**src/rtl/hcbp_pkg.sv**
```systemverilog
// hcbp_pkg: shared types and constants for the Huffman code bit packer.
// No dependencies; every other file of the block uses it.

package hcbp_pkg;

   localparam int SYMBOL_COUNT = 256;
   localparam int MAX_CODE_LEN = 32;

   localparam int SYM_W   = 8;
   localparam int CODE_W  = 32;
   localparam int LEN_W   = 6;
   localparam int BYTE_W  = 8;
   localparam int IDX_W   = (SYMBOL_COUNT > 1) ? $clog2(SYMBOL_COUNT) : 1;
   localparam int LEN_LIMIT = (MAX_CODE_LEN < CODE_W) ? MAX_CODE_LEN : CODE_W;
   // accumulator holds up to seven leftover bits plus one full code
   localparam int ACC_W   = LEN_LIMIT + BYTE_W - 1;
   localparam int SHIFT_W = $clog2(ACC_W + 1);

   typedef enum logic [1:0] {
      CMD_WRITE  = 2'd0,
      CMD_ENCODE = 2'd1,
      CMD_FLUSH  = 2'd2,
      CMD_NONE   = 2'd3
   } cmd_type;

   // lookup stage contents handed from the code table to the packer
   typedef struct packed {
      logic                valid;
      cmd_type             cmd;
      logic                hit;     // symbol inside the table
      logic [CODE_W-1:0]   code;
      logic [LEN_W-1:0]    length;
   } lookup_type;

endpackage

```
**src/rtl/hcbp_if.sv**
```systemverilog


interface hcbp_rsp_if;
   logic                          valid;
   logic                          ready;
   logic [hcbp_pkg::BYTE_W-1:0]   packed_byte;
   logic                          last_of_run;

   modport source (output valid, packed_byte, last_of_run, input ready);
   modport sink   (input valid, packed_byte, last_of_run, output ready);
endinterface

```
**src/rtl/hcbp_packer.sv**
```systemverilog
// hcbp_packer: bit accumulator, byte extraction and response output register.
// Depends on hcbp_pkg and hcbp_if.

module hcbp_packer (
   input  logic                 clock,
   input  logic                 reset,
   input  hcbp_pkg::lookup_type lookup,
   output logic                 take,
   hcbp_rsp_if.source           rsp_ch
);

   logic [hcbp_pkg::ACC_W-1:0]   acc_ff, acc_in;
   logic [hcbp_pkg::SHIFT_W-1:0] cnt_ff, cnt_in;
   logic                         out_valid_ff, out_valid_in;
   logic [hcbp_pkg::BYTE_W-1:0]  out_byte_ff, out_byte_in;
   logic                         out_last_ff, out_last_in;

   logic                         out_free;
   logic                         has_byte;
   logic                         emit;
   logic                         flush_byte;
   logic [hcbp_pkg::LEN_W-1:0]   n;
   logic [hcbp_pkg::SHIFT_W-1:0] rem;
   logic [hcbp_pkg::ACC_W-1:0]   acc_shr;
   logic [3:0]                   pad;

   assign out_free = !out_valid_ff || rsp_ch.ready;
   assign has_byte = cnt_ff >= hcbp_pkg::SHIFT_W'(hcbp_pkg::BYTE_W);
   assign emit     = out_free && has_byte;
   // next item enters only once the previous one has drained its full bytes
   assign take     = lookup.valid && !has_byte
                  && (lookup.cmd != hcbp_pkg::CMD_FLUSH || cnt_ff == '0 || out_free);
   assign flush_byte = take && lookup.cmd == hcbp_pkg::CMD_FLUSH && cnt_ff != '0;

   assign n = (lookup.cmd == hcbp_pkg::CMD_ENCODE && lookup.hit) ? lookup.length : '0;
   assign rem     = cnt_ff - hcbp_pkg::SHIFT_W'(hcbp_pkg::BYTE_W);
   assign acc_shr = acc_ff >> rem;
   assign pad     = 4'd8 - {1'b0, cnt_ff[2:0]};

   always_comb begin
      acc_in       = acc_ff;
      cnt_in       = cnt_ff;
      out_valid_in = out_valid_ff && !rsp_ch.ready;
      out_byte_in  = out_byte_ff;
      out_last_in  = out_last_ff;
      if (emit) begin
         cnt_in       = rem;
         out_valid_in = 1'b1;
         out_byte_in  = acc_shr[hcbp_pkg::BYTE_W-1:0];
         out_last_in  = rem < hcbp_pkg::SHIFT_W'(hcbp_pkg::BYTE_W);
      end else if (take) begin
         case (lookup.cmd)
            hcbp_pkg::CMD_ENCODE: begin
               acc_in = (acc_ff << n)
                      | hcbp_pkg::ACC_W'(lookup.code & ~(hcbp_pkg::CODE_W'(0)));
               cnt_in = cnt_ff + hcbp_pkg::SHIFT_W'(n);
            end
            hcbp_pkg::CMD_FLUSH: begin
               acc_in = '0;
               cnt_in = '0;
               if (flush_byte) begin
                  out_valid_in = 1'b1;
                  out_byte_in  = acc_ff[hcbp_pkg::BYTE_W-1:0] << pad;
                  out_last_in  = 1'b1;
               end
            end
            default: begin
            end
         endcase
      end
   end

   always_ff @(posedge clock) begin
      if (reset) begin
         acc_ff       <= '0;
         cnt_ff       <= '0;
         out_valid_ff <= 1'b0;
      end else begin
         acc_ff       <= acc_in;
         cnt_ff       <= cnt_in;
         out_valid_ff <= out_valid_in;
      end
   end

   always_ff @(posedge clock) begin
      out_byte_ff <= out_byte_in;
      out_last_ff <= out_last_in;
   end

   assign rsp_ch.valid       = out_valid_ff;
   assign rsp_ch.packed_byte = out_byte_ff;
   assign rsp_ch.last_of_run = out_last_ff;

endmodule

```
**src/flat_wrapper.sv**
```systemverilog
// flat-port wrapper written by rule: the top's interface ports become plain ports
module hcbp_packer_flat 
  (clock, reset, lookup, take, rsp_ch_valid, rsp_ch_packed_byte, rsp_ch_last_of_run, rsp_ch_ready);
  hcbp_rsp_if rsp_ch_i ();
  input  logic clock;
  input  logic reset;
  input  hcbp_pkg::lookup_type lookup;
  output logic take;
  output wire logic [$bits(rsp_ch_i.valid)-1:0] rsp_ch_valid;
  output wire logic [$bits(rsp_ch_i.packed_byte)-1:0] rsp_ch_packed_byte;
  output wire logic [$bits(rsp_ch_i.last_of_run)-1:0] rsp_ch_last_of_run;
  input wire logic [$bits(rsp_ch_i.ready)-1:0] rsp_ch_ready;
  assign rsp_ch_valid = rsp_ch_i.valid;
  assign rsp_ch_packed_byte = rsp_ch_i.packed_byte;
  assign rsp_ch_last_of_run = rsp_ch_i.last_of_run;
  assign rsp_ch_i.ready = rsp_ch_ready;
  hcbp_packer u_core (.clock(clock), .reset(reset), .lookup(lookup), .take(take), .rsp_ch(rsp_ch_i));
endmodule
```
**config.mk**
```make
export PLATFORM = sky130hd
export DESIGN_NAME = hcbp_packer_flat
export DESIGN_NICKNAME = d
export VERILOG_FILES = /design/src/rtl/hcbp_pkg.sv /design/src/rtl/hcbp_if.sv /design/src/rtl/hcbp_packer.sv /design/src/flat_wrapper.sv
export SDC_FILE = /design/constraint.sdc
export NUM_CORES = 1
export LEC_CHECK = 0
export ABC_AREA = 1
export BUFFER_PORTS_ARGS = -buffer_cell sky130_fd_sc_hd__buf_2
export CORE_MARGIN = 5
export CORE_UTILIZATION = 50
export DETAILED_ROUTE_END_ITERATION = 8
export HOLD_SLACK_MARGIN = 0.15
export PLACE_DENSITY = 0.69
export SYNTH_ARGS = -nofsm -noshare
export SYNTH_HDL_FRONTEND = slang
export SYNTH_SLANG_ARGS = --single-unit
```
**constraint.sdc**
```tcl
create_clock -name clock -period 2.95 [get_ports clock]
set_clock_uncertainty 0.1 [all_clocks]
set_input_delay 0.59 -clock clock [delete_from_list [all_inputs] [get_ports clock]]
set_output_delay 0.59 -clock clock [all_outputs]
set_load 0.1 [all_outputs]
```
# Word level (Yosys, flattened, before mapping)
# Index checks and enable logic that the tools add are counted.
# totals
reg_bits,55
input_bits,45
output_inout_bits,11
elab_cells,58
# classes
n_addsub,3
order_cmp,2
eq_ne,3
shift,3
mux,17
bitwise_logic,2
n_reduce_logical,23
# ops
cell,count
$pmux W39 S2,1
$or A39 B32 Y39,1
$shl A39 B6 Y39,1
$shr A39 B6 Y8,1
$mux W8,4
$mux W6,3
$pmux W6 S2,1
$mux W1,8
$reduce_bool A2 Y1,4
$shl A8 B4 Y8,1
$logic_and A1 B1 Y1,7
$add A6 B6 Y6,1
$ge A6 B4 Y1 const B,1
$logic_not A6 Y1,1
$lt A6 B4 Y1 const B,1
$reduce_and A3 Y1,2
$reduce_bool A6 Y1,1
$sub A6 B4 Y6 const B,1
$sub A4 B3 Y4 const A,1
$logic_not A1 Y1,3
$logic_or A1 B1 Y1,3
$reduce_bool A3 Y1,1
$eq A2 B1 Y1 const B,1
$eq A2 B2 Y1 const B,1
3 further kinds,3

# Depth between registers and ports, before layout
# Gate-level depths: netlist of the first run.
# depth
ltp_word,10
mapped_depth,17
mapped_depth_nobuf,16

# Least setup slack after synthesis of the first run
# Ideal clock, no wire load.
# synth_timing
path_type,register -> register
startpoint,reg u_core.cnt_ff[1] (netlist bit)
endpoint,"reg u_core.out_last_ff, in the netlist u_core.rsp_ch.last_of_run (enable)"
setup_time_ns,0.334
arrival_ns,2.446
t_required_ns,2.516
slack_ns,0.070
path_stages_with_launch,12
path_buffers,3
synth_period_minus_slack_ns,2.880
path_cell_list,dfxtp_1 -> buf_2 -> inv_2 -> buf_2 -> buf_1 -> ha_1 -> nand3_1 -> nand3_1 -> nand2_1 -> inv_1 -> nand3_1 -> nand2_1
# synth_between
elab_chain_len,8
word_cells_on_any_way,15
cone_classes,order compare (1); reduce/logical (14)
# synth_rtl
item,line,rtl
start: declaration,hcbp_packer.sv:13,"logic [hcbp_pkg::SHIFT_W-1:0] cnt_ff, cnt_in;"
start signal: assignment,hcbp_packer.sv:80,cnt_ff <= cnt_in;
$ge A6 B4 Y1 or $logic_not A6 Y1 (tied branches),"hcbp_packer.sv:28, hcbp_packer.sv:32",
$logic_not A1 Y1 or $logic_or A1 B1 Y1 (tied branches),"hcbp_packer.sv:31, hcbp_packer.sv:32",
$logic_and A1 B1 Y1 or $logic_or A1 B1 Y1 (tied branches),"hcbp_packer.sv:31, hcbp_packer.sv:32",
$logic_and A1 B1 Y1 (*),hcbp_packer.sv:32,&& (lookup.cmd != hcbp_pkg::CMD_FLUSH || cnt_ff == '0 || out_free);
named net take,flat_wrapper.sv:8,output logic take;
$logic_and A1 B1 Y1 (2 in a row),hcbp_packer.sv:33,assign flush_byte = take && lookup.cmd == hcbp_pkg::CMD_FLUSH && cnt_ff != '0;
$reduce_bool A2 Y1 (no source line),n/a,
$reduce_and A3 Y1 (no source line) (*),n/a,
end signal: assignment,hcbp_packer.sv:87,out_last_ff <= out_last_in;
end: declaration,hcbp_packer.sv:16,"logic out_last_ff, out_last_in;"
# The timed path passes the listed nets; every way through them passes the cells marked *.
# A chain may end at the register's enable or synchronous reset.

# Worst setup path in the final report of the first run
# layout_timing
startpoint,reg u_core.cnt_ff[0] (netlist bit)
endpoint,out take
# layout_between
elab_chain_len,4
word_cells_on_any_way,7
cone_classes,order compare (1); reduce/logical (6)
# layout_rtl
item,line
$ge A6 B4 Y1 or $logic_not A6 Y1 (tied branches),"hcbp_packer.sv:28, hcbp_packer.sv:32"
$logic_not A1 Y1 or $logic_or A1 B1 Y1 (tied branches),"hcbp_packer.sv:31, hcbp_packer.sv:32"
$logic_and A1 B1 Y1 or $logic_or A1 B1 Y1 (tied branches),"hcbp_packer.sv:31, hcbp_packer.sv:32"
$logic_and A1 B1 Y1 (*),hcbp_packer.sv:32
end: declaration,flat_wrapper.sv:8
# Mark *: on every way between the ends. The rest lies on a longest branch, timed or not.

==> impl_results.md, run 1 <==
* Status: complete, no violations
* Site Rows at 41
* Iteration-0 DRC Markers at 997
* RSZ-0062 raised after global routing: no
* Tot Pwr at 3.90 mW
* Max_cap viols at 0
* Cells after synthesis at 1230
* Max_slew headroom at 34.6%
* First-pass GRT wire length at 40.2 mm
* Routed WL per cell at 18.2 um
* Antenna violations before repair at 0
* Placer Congestion at 1.06
* Drt total wl at 25.9 mm
* Sequential area share after synthesis at 18.3%
* Final #Nets at 1306
* Total track usage at 34.2%
* Final Hold Fails at 0
* Post-synth top cells: nand2_1 (428), nand3_1 (254), o21ai_0 (98)
* Worst IR Drop VDD at 0.000305 V
* Req. time, crit path at 2.26 ns
* Core area at 12700 sq um
* Die height at 124 um
* Inserted Diodes at 0
* CTS sink count at 55
* Syn nets at 1282
* Via count at 8479
* Final setup viols at 0
* Worst-path clk slew at 0.08 ns
* Yosys warnings at 0
* Worst skew pair latency at 0.32 ns
* Vias in the first global route at 7435
* Internal power at 1.82 mW
* Clock buffer depth at 2
* CP Cell Sequence: inv_1 > ha_1 > nand3_1 > nand3_1 > nand2_1 > inv_1 > buf_2
* TritonCTS clock tree: done
* Synthesis-stage register bit count at 55
* Synthesized area at 6500 sq um
* Combinational Power Share at 56.7%
* Synth cell types at 41
* Sequential share of power at 26.8%
* Die Width at 124 um
* Post-DRT Antenna Nets at 0
* Sw Pwr at 2.08 mW
* Leak pwr at 3.42 nW
* Crit end category: output pin
* Avg Inst Size Synth at 5.28 sq um
* Hold-fix buffers at CTS at 0
* Min Hold Slack at 0.382 ns
* Initial Utilization at 51.3%
* Largest net degree at the start of global routing at 60
* Non-filler instance count after layout at 1427
* Slew @ Worst Pin at 0.982 ns
* Top-area cell type share of the netlist area at 24.7%
* Worst path slowest cell: buf_2
* Number of synthesized flops with an enable pin at 9
* Drt pass-1 iters at 7
* Setup bufs post-CTS at 0
* Detail Placement HPWL at 19.9 mm
* Critical-path maximum fanout at 10
* Pwr dens at 546 nW/um^2
* Count leader, synth: nand2_1
* Number of port buffers at 55
* Cells after DPL at 1419
* Fill count at 1416
* Async S/R FF share, synth at 0%
* Top FF cell, synth: dfxtp_1
* Max frequency at 0.372 GHz
* Min-Delay Path Class: reg -> reg
* Full die area at 15400 sq um
* Worst setup path category: reg -> out
* Area growth, synth to finish at 10.1%
* Setup TNS Final at 0 ns
* CTS Root Cell: clkbuf_16
* Resized cells post-CTS at 0
* Switching Share at 53.4%
* Worst EP arrival at 2.00 ns
* Crit path launch type: flop
* Ratio of cells with drive above 1 in the final layout at 9.80%
* IO Count at 56
* Seq. cell area at 1190 sq um
* DRC viols at 0
* CTS Buf Count at 5
* Top cells by area, synth: nand2_1 (25%), nand3_1 (20%), dfxtp_1 (14%)
* Final Critical Period at 2.69 ns
* Vias/cell at 5.94
* Multi-input combinational cell area at 4580 sq um
* GR Overflow Total at 0
* Clock network fraction of design power at 16.5%
* Area leader, netlist: nand2_1
* CTS H-tree depth at 2
* Part of the cycle the worst path needs at 91.1%
* Critical path's largest stage delay at 0.42 ns
* Slew Limit Fails at 0
-- metrics by stage --
step / setup slack [ns] / utilization [%] / cell area, sq um
global placement: 0.180 / 55.3 / 7010
global route: 0.145 / 56.5 / 7160
detailed placement: 0.104 / 55.3 / 7010
finish: 0.262 / 56.5 / 7160
floorplan: 0.0699 / - / 6500
CTS: 0.268 / 56.5 / 7160
-- flip-flops by register name, indices dropped and copies added (netlist names) --
register and cells:
u_core.acc_ff 39, u_core.rsp_ch.packed_byte 8, u_core.cnt_ff 6, u_core.rsp_ch.last_of_run 1, u_core.rsp_ch.valid 1
-- power groups by stage --
stage	clock, mW	sequential, mW	combinational [mW]
final	0.644	1.05	2.21
after global routing	0.676	1.06	2.41
after CTS	0.656	1.04	2.19
after detailed placement	0	1.06	2.18
after global placement	0	1.06	2.19
after floorplan	0	1.50	1.16
-- cells by family after synthesis --
kind of cell,share of synthesized area [%]
xor+xnor,0.539
compound gates,16.7
flops,18.3
buf+inv,11.2
mux,0.154
fa+ha+maj,1.35
simple gates,51.8
-- critical path: cells and delay by family (launching register included) --
kind	cells	cell delay, ns
fa+ha+maj	1	0.29
buf+inv	3	0.78
flops	1	0.31
simple gates	3	0.31
-- cells in the final DEF (no fill, tap or decap), types with 3 or more instances in the layout --
cell type  count
buf_4         32
nor2_2         5
nand4_1       16
o21ai_1        3
a21oi_1       80
xnor2_1        3
nand2_2        3
nor2_1        66
nand2_1      428
dfxtp_1       46
edfxtp_1       9
a31oi_1        4
ha_1           7
buf_12         7
clkbuf_16      5
o211ai_1       5
nand3_1      254
buf_2         55
o21ai_0       98
inv_1         90
nor2_4         4
inv_2          7
-- layout make-up --
type,count,share of cell area (%)
well taps,172,3.01
multi-input cells,1000,64.0
clock inverters,2,0.192
flip-flops and latches,55,16.6
inverters,98,5.14
repair buffers,94,9.16
clock buffers,6,1.80
-- final timing paths --
path	from	to	slack, ns	cells past startpoint
min reg2reg	u_core.acc_ff[8]	u_core.acc_ff[8]	0.38	2
max	u_core.cnt_ff[0]	take	0.26	7
min	u_core.acc_ff[8]	u_core.acc_ff[8]	0.38	2
max reg2reg	u_core.cnt_ff[0]	u_core.rsp_ch.packed_byte[5]	0.47	7
-- routing by layer --
layer / global-route usage [%] / routed length, um / vias up
met2: 53.6 / 11500 / 468
met1: 46.2 / 10800 / 3813
li1: - / - / 4119
met4: 15.1 / 1110 / 0
met5: 0 / 0 / -
met3: 5.72 / 2520 / 79
Power figures use the tool's default switching activity.
==> inputs of run 2 (changes only) <==
Settings changed: SETUP_SLACK_MARGIN set to 0.2.
Clock period 2.95 ns to 3.45 ns, I/O delays scaled along.
==> run 2 against run 1 <==
  * Final cell count down 0.42%
  * Worst setup slack better by 0.29 ns
  * Clock power down 16%
  * Via count down 0.12%
  * Largest cell class unchanged
  * Largest power group unchanged
==> impl_results.md, run 2 (same netlist as run 1, synthesis figures left out) <==
* Detail Placement HPWL at 20.0 mm (+0.71%)
* CTS sink count at 55 (unchanged)
* Status: complete, no violations
* Die Width at 124 um (unchanged)
* Die height at 124 um (unchanged)
* Clock buffer depth at 2 (unchanged)
* Crit path launch type: input port
* CTS Buf Count at 5 (unchanged)
* Non-filler instance count after layout at 1421 (-0.42%)
* Multi-input combinational cell area at 4580 sq um (unchanged)
* Vias/cell at 5.96 (+0.30%)
* Antenna violations before repair at 0 (unchanged)
* Area growth, synth to finish at 8.45%
* First-pass GRT wire length at 40.1 mm (-0.38%)
* Max frequency at 0.345 GHz
* Post-route cell area at 7050 sq um (-1.5%)
* Fill count at 1452 (+2.5%)
* Full die area at 15400 sq um (unchanged)
* Leak pwr at 3.37 nW (-1.4%)
* Iteration-0 DRC Markers at 1066 (+6.9%)
* Slew @ Worst Pin at 1.00 ns (+0.0203 ns)
* Vias in the first global route at 7501 (+0.89%)
* Worst skew pair latency at 0.31 ns (about the same)
* R2R depth at 8 (+1)
* Commonest non-fill, non-tap cell in the layout: nand2_1
* Total track usage at 34.0% (-0.26 points)
* Largest reg by FF count: u_core.acc_ff
* Hold-fix buffers at CTS at 0 (unchanged)
* RSZ-0062 raised after global routing: no
* CTS Root Cell: clkbuf_16
* Routed WL per cell at 18.4 um (+1.2%)
* Place WS at 0.339 ns (+0.234 ns)
* Worst IR Drop VDD at 0.000219 V (-28%)
* Slew Limit Fails at 0 (unchanged)
* Worst EP arrival at 3.02 ns (+1.02 ns)
* Via count at 8469 (-0.12%)
* GR Overflow Total at 0 (unchanged)
* Cells after DPL at 1413 (-0.42%)
* Setup TNS Final at 0 ns (unchanged)
* Pwr dens at 472 nW/um^2 (-14%)
* Final Critical Period at 2.89 ns
* Inserted Diodes at 0 (unchanged)
* Max_cap viols at 0 (unchanged)
* IO Count at 56 (unchanged)
* Hold path cells at 2 (unchanged)
* Final #Nets at 1300 (-0.46%)
* Resized cells post-CTS at 0 (unchanged)
* CTS H-tree depth at 2 (unchanged)
* Worst path slowest cell: nand3_1
* Number of port buffers at 55 (unchanged)
* Crit end category: flop
* Largest net degree at the start of global routing at 60 (unchanged)
* Max_slew headroom at 33.2% (-1.4 points)
* Min-Delay Path Class: reg -> reg
* Max reg flops at 39 (unchanged)
* Most frequent cells in the layout: nand2_1 (428), nand3_1 (254), o21ai_0 (98)
* Worst-path clk slew at 0.07 ns (about the same)
* Worst setup path category: in -> reg
* Critical-path maximum fanout at 17 (+7)
* Drt total wl at 26.1 mm (+0.73%)
* Placed Area at 6910 sq um (-1.5%)
* Top cell by count, worst path: nand3_1
* Setup bufs post-CTS at 0 (unchanged)
* Core area at 12700 sq um (unchanged)
* Final Hold Fails at 0 (unchanged)
* Initial Utilization at 51.3% (unchanged)
* CP Cell Sequence: buf_2 > inv_1 > ha_1 > nand3_1 > buf_4 > nand2_1 > nand3_1 > nand3_1 > nand3_1 > a21oi_1 > o21ai_0 > a21oi_1
* Final WS setup at 0.556 ns (+0.294 ns)
* Drt pass-1 iters at 6 (-1)
* Post-DRT Antenna Nets at 0 (unchanged)
* TritonCTS clock tree: done
* DRC viols at 0 (unchanged)
* Seq. cell area at 1190 sq um (unchanged)
* Ratio of cells with drive above 1 in the final layout at 9.45% (-0.35 points)
* Reg-to-reg setup timing slack at 0.92 ns (+0.45 ns)
* Placer Congestion at 0.996 (-6.4%)
* Part of the cycle the worst path needs at 83.9%
* Site Rows at 41 (unchanged)
* Critical path's largest stage delay at 0.49 ns (+0.07 ns)
* Req. time, crit path at 3.58 ns (+1.32 ns)
* Final setup viols at 0 (unchanged)
## run 2: routing by layer
layer / share of wire (%) / GRT usage, %
met2: 44 / 52.0
met5: 0 / 0
met1: 42 / 45.6
met4: 5.2 / 16.4
met3: 9.3 / 6.81
## run 2: cell type report
class | count | area share, %
clock buffers | 5 | 1.77
multi-input cells | 1000 | 65.0
inverters | 98 | 5.22
clock inverters | 3 | 0.266
well taps | 172 | 3.05
flip-flops and latches | 55 | 16.9
repair buffers | 88 | 7.77
## run 2: worst max-delay path, delay by kind of cell
kind                     cells  cell delay [ns]
AO/OA/AOI/OAI                3             0.57
AND/OR/NAND/NOR              5             1.02
adder cells (fa/ha/maj)      1             0.24
buffers and inverters        3             0.51
## run 2: report_power, final
part	internal, mW	switching (mW)	total, mW	leakage (nW)
logic	0.478	1.41	1.89	2.83
clock network	0.271	0.272	0.543	0.0740
registers	0.797	0.0942	0.892	0.466
## run 2: path summary, 6_finish.rpt
kind,from,endpoint
worst max-delay path,lookup[40],u_core.acc_ff[13]
worst min-delay path,u_core.acc_ff[8],u_core.acc_ff[8]
worst max register to register,u_core.cnt_ff[0],u_core.rsp_ch.packed_byte[6]
worst min register to register,u_core.acc_ff[8],u_core.acc_ff[8]
## run 2: per-stage QoR
| step | power (mW) | util, % | hold WS, ns |
|---|---|---|---|
| global route | 3.52 | 55.6 | 0.402 |
| CTS | 3.30 | 55.6 | 0.386 |
| floorplan | 2.28 | - | 0.355 |
| finish | 3.33 | 55.6 | 0.384 |
| detailed placement | 2.76 | 54.5 | 0.375 |
| global placement | 2.76 | 54.5 | 0.371 |
==> inputs of run 3 (changes only) <==
Clock period 3.45 ns to 2.8 ns, I/O delays scaled along.
==> run 3 against run 2 <==
  * Sequential power up 23%
  * Utilization up 1.6 points
  * First-iteration DRC count down 16%
  * Combinational power up 25%
  * Final cell count up 1.4%
  * Register-to-register slack worse by 0.44 ns
  * Die area unchanged
  * Total power up 24%
  * Global-route usage up 0.46 points
  * Non-clock buffer count up 20
  * Critical path depth unchanged
==> impl_results.md, run 3 (same netlist as run 1, synthesis figures left out) <==
* Final #Nets at 1320 (+1.5%)
* Drt pass-1 iters at 7 (+1)
* Vias/cell at 5.90 (-1.0%)
* Critical path's largest stage delay at 0.39 ns (-0.10 ns)
* Top cell by count, worst path: nand3_1
* Routed WL per cell at 18.2 um (-0.81%)
* Max_slew headroom at 49.1% (+16 points)
* IO Count at 56 (unchanged)
* Post-DRT Antenna Nets at 0 (unchanged)
* Number of port buffers at 55 (unchanged)
* CTS H-tree depth at 2 (unchanged)
* Total track usage at 34.4% (+0.46 points)
* Max reg flops at 39 (unchanged)
* Hold Path Origin: u_core.acc_ff[2]
* Worst skew pair latency at 0.32 ns (about the same)
* Final setup viols at 0 (unchanged)
* Core area at 12700 sq um (unchanged)
* Inserted Diodes at 0 (unchanged)
* Final Critical Period at 2.44 ns
* Critical-path maximum fanout at 23 (+6)
* Worst setup path category: in -> reg
* Max frequency at 0.410 GHz
* Hold Path Sink: u_core.acc_ff[2]
* Antenna violations before repair at 0 (unchanged)
* Drt total wl at 26.2 mm (+0.59%)
* Area growth, synth to finish at 11.6%
* Die Width at 124 um (unchanged)
* Reg-to-reg critical path endpoint: u_core.rsp_ch.packed_byte[4]
* Worst EP arrival at 2.57 ns (-0.45 ns)
* Crit path launch type: input port
* Leak pwr at 3.46 nW (+2.9%)
* Hold path cells at 2 (unchanged)
* First-pass GRT wire length at 40.3 mm (+0.71%)
* Initial Utilization at 51.3% (unchanged)
* Commonest non-fill, non-tap cell in the layout: nand2_1
* CTS sink count at 55 (unchanged)
* Largest reg by FF count: u_core.acc_ff
* RSZ-0062 raised after global routing: no
* Critical R2R Launch: u_core.cnt_ff[4]
* Site Rows at 41 (unchanged)
* Worst IR Drop VDD at 0.000318 V (+45%)
* Placed Area at 7110 sq um (+3.0%)
* GR Overflow Total at 0 (unchanged)
* Status: complete, no violations
* R2R depth at 8 (unchanged)
* Req. time, crit path at 2.93 ns (-0.65 ns)
* Setup TNS Final at 0 ns (unchanged)
* Detail Placement HPWL at 20.7 mm (+3.3%)
* Slew Limit Fails at 0 (unchanged)
* Vias in the first global route at 7439 (-0.83%)
* Reg-to-reg setup timing slack at 0.48 ns (-0.44 ns)
* CTS Root Cell: clkbuf_16
* Post-route cell area at 7250 sq um (+2.9%)
* Most frequent cells in the layout: nand2_1 (428), nand3_1 (254), o21ai_0 (98)
* TritonCTS clock tree: done
* Largest net degree at the start of global routing at 60 (unchanged)
* Via count at 8502 (+0.39%)
* Ratio of cells with drive above 1 in the final layout at 10.9% (+1.4 points)
* Part of the cycle the worst path needs at 87.2%
* Setup bufs post-CTS at 0 (unchanged)
* Placer Congestion at 1.10 (+10%)
* CTS Buf Count at 5 (unchanged)
* Die height at 124 um (unchanged)
* Iteration-0 DRC Markers at 898 (-16%)
* CP Cell Sequence: buf_2 > inv_1 > ha_1 > nand3_1 > buf_12 > o21ai_0 > nand2_1 > nand3_1 > nand3_1 > a21oi_1 > o21ai_0 > a21oi_1
* DRC viols at 0 (unchanged)
* Final Hold Fails at 0 (unchanged)
* Worst-path clk slew at 0.07 ns (about the same)
* Full die area at 15400 sq um (unchanged)
* Worst path slowest cell: o21ai_0
* Crit end category: flop
* Max_cap viols at 0 (unchanged)
* Final Util at 57.3% (+1.6 points)
* Slew @ Worst Pin at 0.764 ns (-0.238 ns)
* Clock buffer depth at 2 (unchanged)
* Min-Delay Path Class: reg -> reg
* Pwr dens at 570 nW/um^2 (+21%)
* Tot Pwr at 4.14 mW (+24%)
## run 3: power breakdown
group          total (mW)  switching [mW]  internal [mW]
Clock               0.668           0.335          0.333
Combinational        2.37            1.75          0.617
Sequential           1.10           0.117          0.984
Total                4.14            2.20           1.93
## run 3: per-stage QoR
step | worst slack (ns) | cells | hold slack (ns)
final | 0.359 | 1441 | 0.389
after global routing | 0.203 | 1441 | 0.415
after detailed placement | 0.157 | 1433 | 0.377
after floorplan | 0.203 | 1230 | 0.355
after global placement | 0.198 | 1433 | 0.371
after CTS | 0.271 | 1441 | 0.389
## run 3: worst max path at each step
stage / startpoint / end / slack, ns / cells past startpoint
4_1_cts: u_core.cnt_ff[4] / take / 0.27 / 8
3_5_place_dp: lookup[40] / u_core.acc_ff[9] / 0.16 / 12
2_1_floorplan: u_core.cnt_ff[1] / u_core.rsp_ch.last_of_run / 0.20 / 11
6_report: lookup[40] / u_core.acc_ff[9] / 0.36 / 12
3_3_place_gp: lookup[39] / u_core.acc_ff[32] / 0.20 / 15
5_1_grt: lookup[40] / u_core.acc_ff[33] / 0.20 / 17
## run 3: metal layers
layer | wire, um | global-route usage, % | vias up
li1 | - | - | 4156
met2 | 11700 | 54.6 | 463
met1 | 11300 | 46.9 | 3822
met5 | 0 | 0 | -
met3 | 2280 | 5.36 | 61
met4 | 965 | 13.1 | 0
## run 3: worst max-delay path, delay by kind of cell
family	cells	cell delay (ns)
AOI/OAI and AO/OA	4	0.96
and+or+nand+nor	4	0.51
adders and majority gates	1	0.19
buffers and inverters	3	0.34
## run 3: area by class of cell
class                   count  area [sq um]
flip-flops and latches     55          1190
clock inverters             2          12.5
clock buffers               6           129
inverters                  98           372
fillers                  1402          5420
multi-input cells        1000          4580
well taps                 172           215
repair buffers            108           751
## run 3: what timing repair did
action,in CTS,in global routing
hold buffers,0,0
setup endpoints to repair,0,1
resized for setup,0,2
